File: src/rrt_pkg.sv
`timescale 1ns / 1ps
// ----------------------------------------------------------------------------
// Referenced range tracker package
// Shared constants, command and result codes, and controller/datapath types.
// ----------------------------------------------------------------------------
package rrt_pkg;

	// Default table depth and cap on overlap results per query
	localparam int MAX_RANGES_DEF = 32;
	localparam int MAX_RESULTS    = 32;
	localparam int NRES_W         = $clog2(MAX_RESULTS + 1);

	// Field widths
	localparam int ADDR_W = 32;
	localparam int END_W  = 33;

	// Command codes
	typedef enum logic [1:0] {
		CMD_CLEAR = 2'd0,
		CMD_MARK  = 2'd1,
		CMD_QUERY = 2'd2
	} cmd_t;

	// Result kinds
	typedef enum logic [2:0] {
		K_CLEARED  = 3'd0,
		K_APPENDED = 3'd1,
		K_MERGED   = 3'd2,
		K_EMPTY    = 3'd3,
		K_OVERFLOW = 3'd4,
		K_OVERLAP  = 3'd5,
		K_NONE     = 3'd6,
		K_CONFLICT = 3'd7
	} kind_t;

	// Controller states
	typedef enum logic [1:0] {
		S_IDLE  = 2'd0,
		S_MARK  = 2'd1,
		S_SCAN  = 2'd2,
		S_FLUSH = 2'd3
	} state_t;

	// Commands from controller to datapath
	typedef struct packed {
		logic  ld;         // capture transaction fields
		logic  rd_last;    // read last table entry
		logic  rd_first;   // read entry 0, restart scan
		logic  rd_next;    // read next scan entry
		logic  wr_merge;   // extend last entry
		logic  wr_append;  // append new entry
		logic  set_ovf;    // set sticky overflow
		logic  clr_tbl;    // empty the table
		logic  ovl_take;   // latch current intersection as pending
		logic  emit;       // drive a result next cycle
		kind_t emit_kind;
		logic  emit_last;
		logic  emit_pend;  // result carries the pending intersection
	} ctl_t;

	// Status from datapath to controller
	typedef struct packed {
		logic [1:0] cmd;        // command on the input port
		logic       size_zero;  // size on the input port is zero
		logic       cnt_zero;
		logic       full;
		logic       ovf;
		logic       hit_merge;  // registered mark start lies in last entry
		logic       hit_ovl;    // scanned entry intersects query range
		logic       scan_last;  // scanned entry is the last one
		logic       res_cap;    // one more overlap reaches the result cap
		logic       pend_v;
	} sts_t;

endpackage

File: src/rrt_ram.sv
`timescale 1ns / 1ps
// ----------------------------------------------------------------------------
// Generic single-port-write RAM
// One write port, one read port, registered read data.
// ----------------------------------------------------------------------------
module rrt_ram #(
	parameter int WIDTH = 65,
	parameter int DEPTH = 32,
	localparam int AW   = (DEPTH > 1) ? $clog2(DEPTH) : 1
) (
	input  logic                 clk,
	input  logic                 we,
	input  logic [AW-1:0]        waddr,
	input  logic [WIDTH-1:0]     wdata,
	input  logic                 re,
	input  logic [AW-1:0]        raddr,
	output logic [WIDTH-1:0]     rdata
);

	logic [WIDTH-1:0] mem_q [DEPTH];
	logic [WIDTH-1:0] rdata_q;

	always_ff @(posedge clk) begin
		if (we) begin
			mem_q[waddr] <= wdata;
		end
		if (re) begin
			rdata_q <= mem_q[raddr];
		end
	end

	assign rdata = rdata_q;

endmodule

File: src/rrt_ctrl.sv
`timescale 1ns / 1ps
// ----------------------------------------------------------------------------
// Range tracker controller
// Sequences mark, query and clear transactions over the datapath.
// ----------------------------------------------------------------------------
module rrt_ctrl (
	input  logic          clk,
	input  logic          arst_n,
	input  logic          start,
	output logic          busy,
	input  rrt_pkg::sts_t sts,
	output rrt_pkg::ctl_t ctl
);

	rrt_pkg::state_t state_q, state_d;

	// State register
	always_ff @(posedge clk or negedge arst_n) begin
		if (!arst_n) begin
			state_q <= rrt_pkg::S_IDLE;
		end else begin
			state_q <= state_d;
		end
	end

	// Next state and commands
	always_comb begin
		state_d       = state_q;
		ctl           = '0;
		ctl.emit_kind = rrt_pkg::K_CLEARED;
		case (state_q)
			rrt_pkg::S_IDLE: begin
				if (start) begin
					ctl.ld = 1'b1;
					case (sts.cmd)
						rrt_pkg::CMD_CLEAR: begin
							ctl.clr_tbl   = 1'b1;
							ctl.emit      = 1'b1;
							ctl.emit_kind = rrt_pkg::K_CLEARED;
							ctl.emit_last = 1'b1;
						end
						rrt_pkg::CMD_MARK: begin
							if (sts.size_zero) begin
								ctl.emit      = 1'b1;
								ctl.emit_kind = rrt_pkg::K_EMPTY;
								ctl.emit_last = 1'b1;
							end else begin
								ctl.rd_last = 1'b1;
								state_d     = rrt_pkg::S_MARK;
							end
						end
						rrt_pkg::CMD_QUERY: begin
							if (sts.ovf) begin
								ctl.emit      = 1'b1;
								ctl.emit_kind = rrt_pkg::K_CONFLICT;
								ctl.emit_last = 1'b1;
							end else if (sts.cnt_zero) begin
								ctl.emit      = 1'b1;
								ctl.emit_kind = rrt_pkg::K_NONE;
								ctl.emit_last = 1'b1;
							end else begin
								ctl.rd_first = 1'b1;
								state_d      = rrt_pkg::S_SCAN;
							end
						end
						default: begin
							// unused code: no result
						end
					endcase
				end
			end
			rrt_pkg::S_MARK: begin
				ctl.emit      = 1'b1;
				ctl.emit_last = 1'b1;
				if (sts.hit_merge) begin
					ctl.wr_merge  = 1'b1;
					ctl.emit_kind = rrt_pkg::K_MERGED;
				end else if (sts.full) begin
					ctl.set_ovf   = 1'b1;
					ctl.emit_kind = rrt_pkg::K_OVERFLOW;
				end else begin
					ctl.wr_append = 1'b1;
					ctl.emit_kind = rrt_pkg::K_APPENDED;
				end
				state_d = rrt_pkg::S_IDLE;
			end
			rrt_pkg::S_SCAN: begin
				// a new hit pushes the older pending intersection out
				if (sts.hit_ovl) begin
					ctl.ovl_take = 1'b1;
					if (sts.pend_v) begin
						ctl.emit      = 1'b1;
						ctl.emit_kind = rrt_pkg::K_OVERLAP;
						ctl.emit_pend = 1'b1;
					end
				end
				if (sts.scan_last || (sts.hit_ovl && sts.res_cap)) begin
					state_d = rrt_pkg::S_FLUSH;
				end else begin
					ctl.rd_next = 1'b1;
				end
			end
			rrt_pkg::S_FLUSH: begin
				ctl.emit      = 1'b1;
				ctl.emit_last = 1'b1;
				if (sts.pend_v) begin
					ctl.emit_kind = rrt_pkg::K_OVERLAP;
					ctl.emit_pend = 1'b1;
				end else begin
					ctl.emit_kind = rrt_pkg::K_NONE;
				end
				state_d = rrt_pkg::S_IDLE;
			end
			default: begin
				state_d = rrt_pkg::S_IDLE;
			end
		endcase
	end

	assign busy = (state_q != rrt_pkg::S_IDLE);

	// Table writes only happen while evaluating a mark
	a_wr_in_mark: assert property (@(posedge clk) disable iff (!arst_n)
		(ctl.wr_merge || ctl.wr_append || ctl.set_ovf) |-> state_q == rrt_pkg::S_MARK)
		else $error("table update outside mark evaluation");

	// A scan always ends in a flush that closes the transaction
	a_flush_from_scan: assert property (@(posedge clk) disable iff (!arst_n)
		state_q == rrt_pkg::S_FLUSH |-> $past(state_q) == rrt_pkg::S_SCAN)
		else $error("flush not preceded by scan");

	// Scan is entered only through a query with a populated table
	a_scan_entry: assert property (@(posedge clk) disable iff (!arst_n)
		(state_q == rrt_pkg::S_SCAN && $past(state_q) == rrt_pkg::S_IDLE)
		|-> $past(!sts.cnt_zero && !sts.ovf))
		else $error("scan started on empty or overflowed table");

endmodule

File: src/rrt_dp.sv
`timescale 1ns / 1ps
// ----------------------------------------------------------------------------
// Range tracker datapath
// Range table RAM, fill count, overflow flag, scan/intersection logic and
// result registers.
// ----------------------------------------------------------------------------
module rrt_dp #(
	parameter int MAX_RANGES = rrt_pkg::MAX_RANGES_DEF
) (
	input  logic                        clk,
	input  logic                        arst_n,
	input  logic [1:0]                  cmd,
	input  logic [rrt_pkg::ADDR_W-1:0]  addr,
	input  logic [rrt_pkg::ADDR_W-1:0]  size,
	input  rrt_pkg::ctl_t               ctl,
	output rrt_pkg::sts_t               sts,
	output logic                        valid,
	output logic [2:0]                  kind,
	output logic [rrt_pkg::END_W-1:0]   range_start,
	output logic [rrt_pkg::END_W-1:0]   range_end,
	output logic                        last
);

	localparam int CNT_W  = $clog2(MAX_RANGES + 1);
	localparam int IDX_W  = (MAX_RANGES > 1) ? $clog2(MAX_RANGES) : 1;
	localparam int A_W    = rrt_pkg::ADDR_W;
	localparam int E_W    = rrt_pkg::END_W;
	localparam int WORD_W = A_W + E_W;
	localparam int NR_W   = rrt_pkg::NRES_W;

	// Transaction fields
	logic [A_W-1:0]   addr_q;
	logic [E_W-1:0]   end_q;

	// Table control state
	logic [CNT_W-1:0] cnt_q;
	logic             ovf_q;
	logic [CNT_W-1:0] scan_idx_q;
	logic [NR_W-1:0]  nres_q;
	logic             pend_v_q;
	logic [E_W-1:0]   pend_s_q;
	logic [E_W-1:0]   pend_e_q;

	// Result registers
	logic             valid_q;
	logic [2:0]       kind_q;
	logic [E_W-1:0]   rs_q;
	logic [E_W-1:0]   re_q;
	logic             last_q;

	// RAM ports
	logic              we;
	logic [IDX_W-1:0]  waddr;
	logic [WORD_W-1:0] wdata;
	logic              re;
	logic [IDX_W-1:0]  raddr;
	logic [WORD_W-1:0] rdata;
	logic [CNT_W-1:0]  cnt_m1;
	logic [A_W-1:0]    ent_s;
	logic [E_W-1:0]    ent_e;
	logic [E_W-1:0]    merge_e;
	logic [E_W-1:0]    ovl_s;
	logic [E_W-1:0]    ovl_e;

	assign cnt_m1 = cnt_q - CNT_W'(1);
	assign ent_s  = rdata[WORD_W-1:E_W];
	assign ent_e  = rdata[E_W-1:0];

	// Read address: last entry for marks, scan pointer for queries
	always_comb begin
		re    = ctl.rd_last || ctl.rd_first || ctl.rd_next;
		raddr = scan_idx_q[IDX_W-1:0];
		if (ctl.rd_last) begin
			raddr = cnt_m1[IDX_W-1:0];
		end else if (ctl.rd_first) begin
			raddr = '0;
		end
	end

	// Merge keeps the larger end; append writes a fresh entry
	assign merge_e = (end_q > ent_e) ? end_q : ent_e;

	always_comb begin
		we    = ctl.wr_merge || ctl.wr_append;
		waddr = cnt_q[IDX_W-1:0];
		wdata = {addr_q, end_q};
		if (ctl.wr_merge) begin
			waddr = cnt_m1[IDX_W-1:0];
			wdata = {ent_s, merge_e};
		end
	end

	rrt_ram #(
		.WIDTH (WORD_W),
		.DEPTH (MAX_RANGES)
	) u_ram (
		.clk   (clk),
		.we    (we),
		.waddr (waddr),
		.wdata (wdata),
		.re    (re),
		.raddr (raddr),
		.rdata (rdata)
	);

	// Intersection of scanned entry with the query range
	assign ovl_s = (ent_s > addr_q) ? {1'b0, ent_s} : {1'b0, addr_q};
	assign ovl_e = (ent_e < end_q) ? ent_e : end_q;

	// Status
	always_comb begin
		sts           = '0;
		sts.cmd       = cmd;
		sts.size_zero = (size == '0);
		sts.cnt_zero  = (cnt_q == '0);
		sts.full      = (cnt_q == CNT_W'(MAX_RANGES));
		sts.ovf       = ovf_q;
		sts.hit_merge = (cnt_q != '0) && (addr_q >= ent_s) && ({1'b0, addr_q} <= ent_e);
		sts.hit_ovl   = (ovl_s < ovl_e);
		sts.scan_last = (scan_idx_q == cnt_q);
		sts.res_cap   = (nres_q == NR_W'(rrt_pkg::MAX_RESULTS - 1));
		sts.pend_v    = pend_v_q;
	end

	// Captured transaction fields
	always_ff @(posedge clk) begin
		if (ctl.ld) begin
			addr_q <= addr;
			end_q  <= {1'b0, addr} + {1'b0, size};
		end
	end

	// Table count, overflow flag and scan bookkeeping
	always_ff @(posedge clk or negedge arst_n) begin
		if (!arst_n) begin
			cnt_q      <= '0;
			ovf_q      <= 1'b0;
			scan_idx_q <= '0;
			nres_q     <= '0;
			pend_v_q   <= 1'b0;
		end else begin
			if (ctl.clr_tbl) begin
				cnt_q <= '0;
				ovf_q <= 1'b0;
			end
			if (ctl.wr_append) begin
				cnt_q <= cnt_q + CNT_W'(1);
			end
			if (ctl.set_ovf) begin
				ovf_q <= 1'b1;
			end
			if (ctl.rd_first) begin
				scan_idx_q <= CNT_W'(1);
				nres_q     <= '0;
				pend_v_q   <= 1'b0;
			end else if (ctl.rd_next) begin
				scan_idx_q <= scan_idx_q + CNT_W'(1);
			end
			if (ctl.ovl_take) begin
				nres_q   <= nres_q + NR_W'(1);
				pend_v_q <= 1'b1;
			end
		end
	end

	// Pending intersection, held until the next hit or end of scan
	always_ff @(posedge clk) begin
		if (ctl.ovl_take) begin
			pend_s_q <= ovl_s;
			pend_e_q <= ovl_e;
		end
	end

	// Result strobe
	always_ff @(posedge clk or negedge arst_n) begin
		if (!arst_n) begin
			valid_q <= 1'b0;
		end else begin
			valid_q <= ctl.emit;
		end
	end

	// Result payload
	always_ff @(posedge clk) begin
		if (ctl.emit) begin
			kind_q <= ctl.emit_kind;
			last_q <= ctl.emit_last;
			rs_q   <= ctl.emit_pend ? pend_s_q : '0;
			re_q   <= ctl.emit_pend ? pend_e_q : '0;
		end
	end

	assign valid       = valid_q;
	assign kind        = kind_q;
	assign range_start = rs_q;
	assign range_end   = re_q;
	assign last        = last_q;

	// Fill count never passes the table depth
	a_cnt_range: assert property (@(posedge clk) disable iff (!arst_n)
		cnt_q <= CNT_W'(MAX_RANGES))
		else $error("entry count beyond table depth");

	// Overflow is only raised on a full table
	a_ovf_full: assert property (@(posedge clk) disable iff (!arst_n)
		ctl.set_ovf |-> cnt_q == CNT_W'(MAX_RANGES))
		else $error("overflow set with free slots");

	// A pending intersection is emitted only when one is held
	a_pend_emit: assert property (@(posedge clk) disable iff (!arst_n)
		(ctl.emit && ctl.emit_pend) |-> pend_v_q)
		else $error("pending range emitted while empty");

endmodule

File: src/referenced_range_tracker_unit.sv
`timescale 1ns / 1ps
// ----------------------------------------------------------------------------
// Referenced range tracker
// Table of byte ranges read by pending draws, with mark, query and clear.
// Clear, empty mark, and query on an empty or overflowed table: idle state
//   only, result on the next cycle, next transaction accepted at once.
// Mark: table RAM read of the last entry, then update in the mark state;
//   the result is registered from the update.
// Query scan: one RAM read per stored entry, up to the result cap;
//   overlaps stream out one per hit, the final one flagged by last.
// Results cannot be stalled. Reset clears the fill count and overflow flag;
//   table contents stay unwritten and are never used before being written.
// ----------------------------------------------------------------------------
module referenced_range_tracker_unit #(
	parameter int MAX_RANGES = rrt_pkg::MAX_RANGES_DEF
) (
	input  logic                        clk,
	input  logic                        arst_n,
	input  logic                        start,
	output logic                        busy,
	input  logic [1:0]                  cmd,
	input  logic [rrt_pkg::ADDR_W-1:0]  addr,
	input  logic [rrt_pkg::ADDR_W-1:0]  size,
	output logic                        valid,
	output logic [2:0]                  kind,
	output logic [rrt_pkg::END_W-1:0]   range_start,
	output logic [rrt_pkg::END_W-1:0]   range_end,
	output logic                        last
);

	rrt_pkg::ctl_t ctl;
	rrt_pkg::sts_t sts;

	rrt_ctrl u_ctrl (
		.clk    (clk),
		.arst_n (arst_n),
		.start  (start),
		.busy   (busy),
		.sts    (sts),
		.ctl    (ctl)
	);

	rrt_dp #(
		.MAX_RANGES (MAX_RANGES)
	) u_dp (
		.clk         (clk),
		.arst_n      (arst_n),
		.cmd         (cmd),
		.addr        (addr),
		.size        (size),
		.ctl         (ctl),
		.sts         (sts),
		.valid       (valid),
		.kind        (kind),
		.range_start (range_start),
		.range_end   (range_end),
		.last        (last)
	);

endmodule

File: config.mk
export PLATFORM = sky130hd
export DESIGN_NAME = referenced_range_tracker_unit
export DESIGN_NICKNAME = d
export VERILOG_FILES = /design/src/rrt_pkg.sv /design/src/rrt_ram.sv /design/src/rrt_ctrl.sv /design/src/rrt_dp.sv /design/src/referenced_range_tracker_unit.sv
export SDC_FILE = /design/constraint.sdc
export NUM_CORES = 2
export LEC_CHECK = 0
export BUFFER_PORTS_ARGS = -buffer_cell sky130_fd_sc_hd__buf_4
export CAP_MARGIN = 20
export CELL_PAD_IN_SITES_DETAIL_PLACEMENT = 0
export CELL_PAD_IN_SITES_GLOBAL_PLACEMENT = 1
export CORE_UTILIZATION = 42
export DETAILED_ROUTE_END_ITERATION = 8
export PLACE_DENSITY_LB_ADDON = 0.1
export SYNTH_ARGS = -nofsm -noshare
export SYNTH_HDL_FRONTEND = slang
export SYNTH_SLANG_ARGS = --single-unit
File: constraint.sdc
create_clock -name clk -period 10.3 [get_ports clk]
set_input_delay 2.06 -clock clk [delete_from_list [all_inputs] [get_ports clk]]
set_output_delay 2.06 -clock clk [all_outputs]
set_load 0.1 [all_outputs]
==> out/metrics.yaml <==
outcome:
  outcome: "finished, violations left"
  violations: "design-rule violations"
synth:
  synthXorXnorAreaFrac_pct: 0.3035
  synth_cell_types: 71
  synth_top_family_by_area: "multiplexers"
  yosysWarnings: 0
  async_reset_ff_share_pct: 0.9717
  syn_area_mm2: 0.09523
  synth-adder-area-share_pct: 2.228
  avgSynthCellArea_um2: 18.08
  yosysSeqAreaShare_pct: 74.52
  synth_compound_gate_area_share_pct: 6.454
  synth_top_cell_by_area: "edfxtp_1"
  synthMuxAreaShare_pct: 9.781
  yosys-top-cells-area: "edfxtp_1 (74%), mux4_2 (9.2%), ha_1 (2.2%)"
  yosys.area_share.simple_pct: 4.913
  synthFlopType: "edfxtp_1"
  synth_nets: 5506
  yosysTopAreaCellShare_pct: 73.91
  synth-seq-cells: 2367
  synth-edff-count: 2344
  syn_inst: 5268
clock_network:
  clk_latency_ns: 0.94
  cts_setup_buffers: 0
  cts_hold_buf: 0
  cts_tree: "yes"
  ctsLongestPathBuffers: 4
  clkSinkCount: 2367
  cts_inserted_buffers: 276
  path_clk_slew_ns: 0.07
  cts-root-buf: "clkbuf_16"
  cts_resized: 0
  htree_levels: 5
sta:
  clock.fmax_mhz: 120.5
  layout_min_cycle_time_ns: 8.300
  fin_tns_setup_ns: 0
  final_hold_viol_count: 0
  drv_slew: 0
  max_slew_margin_pct: 20.94
  period_share_pct: 80.58
  rsz0062_at_grt: "no"
  whs_ns: 0.5124
  worst_pin_slew_ns: 1.186
  setup_violations: 0
  finalClockSkew_ns: 0.05603
detailed_routing:
  wirelength_mm: 299.4
  first_pass_iters: 9
  num_vias: 53146
  routed_via_density: 6.066
  drtIter0Drc: 6223
  wire_per_inst_um: 34.17
  dr_wl_met3_mm: 22.79
  top_layer: "met5"
  antenna_left: 0
  drt-met1-wl_mm: 133.8
  drc_errors: 52
  wl_met2_mm: 136.9
critical_path:
  cp_data_arrival_time_ns: 8.83
  crit_chain: "ha_1, a21oi_1, o21ai_0, a221oi_1, a31oi_1, nor3_4, buf_4, mux2_2, ha_1, a211oi_1, o21ai_0, o2111ai_1, a31oi_1, or4_1, nand4b_1, a31o_1, and2_4, a21o_2, buf_4"
  path_buf_inv: 2
  crit_path_max_incr_delay_ns: 0.93
  path_delay_family: "compound AO/OA/AOI/OAI gates"
  cp.required_ns: 10.83
  cp-end-kind: "flip-flop"
  cp_max_fo: 73
  crit_type: "flip-flop to flip-flop"
  worst_path_max_delay_cell: "nor3_4"
  critPathLaunchType: "flip-flop"
final_layout:
  mostFrequentLayoutCell: "edfxtp_1"
  fill_cells: 18770
  mostFrequentLayoutCells: "edfxtp_1 (2344), nand2_1 (437), mux4_2 (390), buf_4 (301), clkbuf_16 (283)"
  drive_gt1_share_pct: 21.41
  final_nets: 5814
  seq_area_mm2: 0.07096
  final_area_mm2: 0.1096
  area_growth_pct: 15.09
  multiInputGateArea_mm2: 0.02333
  final_cells: 8762
grt:
  grt_pass1_wl_mm: 416.6
  antenna_found_initial: 24
  grt_pass1_vias: 52027
  track_usage_pct: 26.09
  grt_overflow_total: 0
  grt_max_degree: 122
job:
  cap_violations: 0
floorplan:
  die_area_mm2: 0.2286
  core.rowCount: 174
  ios: 141
  core_area_mm2: 0.2251
  start_util_pct: 42.30
  die_x_um: 478.2
  fp.dieH_um: 478.2
worst_hold_path:
  hp-class: "flip-flop to flip-flop"
power:
  power_mw: 34.01
  p_leak_nw: 35.77
  max-vdd-ir-drop_v: 0.0002471
  powerDensity_mw_per_mm2: 310.3
placement:
  placed_cells: 8286
  place_congestion: 0.8925
  postPlaceCellArea_mm2: 0.1013
  dpl.hpwl_mm: 170.6
  port_buffers: 139
-- flip-flops by register name, indices dropped and copies added (netlist names), 3 cells and up --
name and flops:
u_dp.kind 3, u_dp.pend_s_q 32, u_dp.nres_q 6, u_dp.end_q 33
u_dp.pend_e_q 33, u_dp.u_ram.mem_q 2080, u_dp.cnt_q 6, u_dp.range_end 33
u_dp.addr_q 32, u_dp.range_start 32, u_dp.u_ram.rdata 65, u_dp.scan_idx_q 6
-- cells by family after synthesis --
kind of cell    Yosys count
simple gates            948
mux                     438
flops                  2367
buf+inv                 431
compound gates          881
other cells               1
fa+ha+maj               169
xor+xnor                 33
-- stage by stage --
stage | setup slack (ns) | utilization [%]
2_1_floorplan | 1.833 | -
3_3_place_gp | 1.827 | 44.95
3_5_place_dp | 1.844 | 45.01
4_1_cts | 1.783 | 48.65
5_1_grt | 1.535 | 48.69
6_report | 2.000 | 48.69
-- where the power goes --
group | switching (mW) | total, mW | leakage (nW) | internal (mW)
Sequential | 0.337 | 13.0 | 21.5 | 12.6
Clock | 3.80 | 9.08 | 4.01 | 5.28
Combinational | 8.30 | 12.0 | 10.2 | 3.66
Total | 12.4 | 34.0 | 35.8 | 21.6
-- worst paths after layout --
check / start / endpoint / slack, ns / depth (start not counted)
min in group asynchronous: arst_n / u_ctrl.state_q[1] / 1.03 / 1
min: u_dp.pend_e_q[11] / u_dp.range_end[11] / 0.51 / 1
max reg2reg: u_dp.addr_q[5] / u_dp.range_start[17] / 2.00 / 19
max in group asynchronous: arst_n / u_dp.valid / 8.96 / 1
max: u_dp.addr_q[5] / u_dp.range_start[17] / 2.00 / 19
min reg2reg: u_dp.pend_e_q[11] / u_dp.range_end[11] / 0.51 / 1
-- cells in the mapped netlist, types with 10 or more instances --
| cell | n |
|---|---|
| a21oi_1 | 103 |
| mux2i_1 | 11 |
| mux2_2 | 36 |
| ha_1 | 168 |
| edfxtp_1 | 2344 |
| nor2b_1 | 14 |
| nor3_1 | 23 |
| nand4_1 | 93 |
| inv_1 | 125 |
| xor2_1 | 10 |
| a211oi_1 | 139 |
| nor4_1 | 21 |
| nor2_1 | 61 |
| a22oi_1 | 200 |
| and3_1 | 135 |
| mux4_2 | 390 |
| or3_1 | 14 |
| a311oi_1 | 134 |
| a21o_1 | 22 |
| buf_1 | 31 |
| nand3_1 | 32 |
| clkbuf_1 | 206 |
| o21ai_0 | 173 |
| buf_2 | 67 |
| xnor2_1 | 23 |
| nand2_1 | 438 |
| dfrtp_1 | 23 |
| o21a_1 | 44 |
| and2_1 | 75 |
-- cell type report --
cell class | instances | area share (%)
Antenna cell | 3 | 0.006850
Clock buffer | 348 | 6.711
Clock inverter | 121 | 0.7729
Inverter | 125 | 0.4281
Multi-Input combinational cell | 2470 | 21.29
Sequential cell | 2367 | 64.75
Tap cell | 2992 | 3.416
Timing Repair Buffer | 336 | 2.630
-- routing by layer --
metal / vias up / GRT usage, %
met5: - / 0
met4: 14 / 5.536
li1: 22142 / -
met3: 369 / 5.041
met1: 28527 / 38.68
met2: 2094 / 40.06
(Power assumes the default switching activity.)
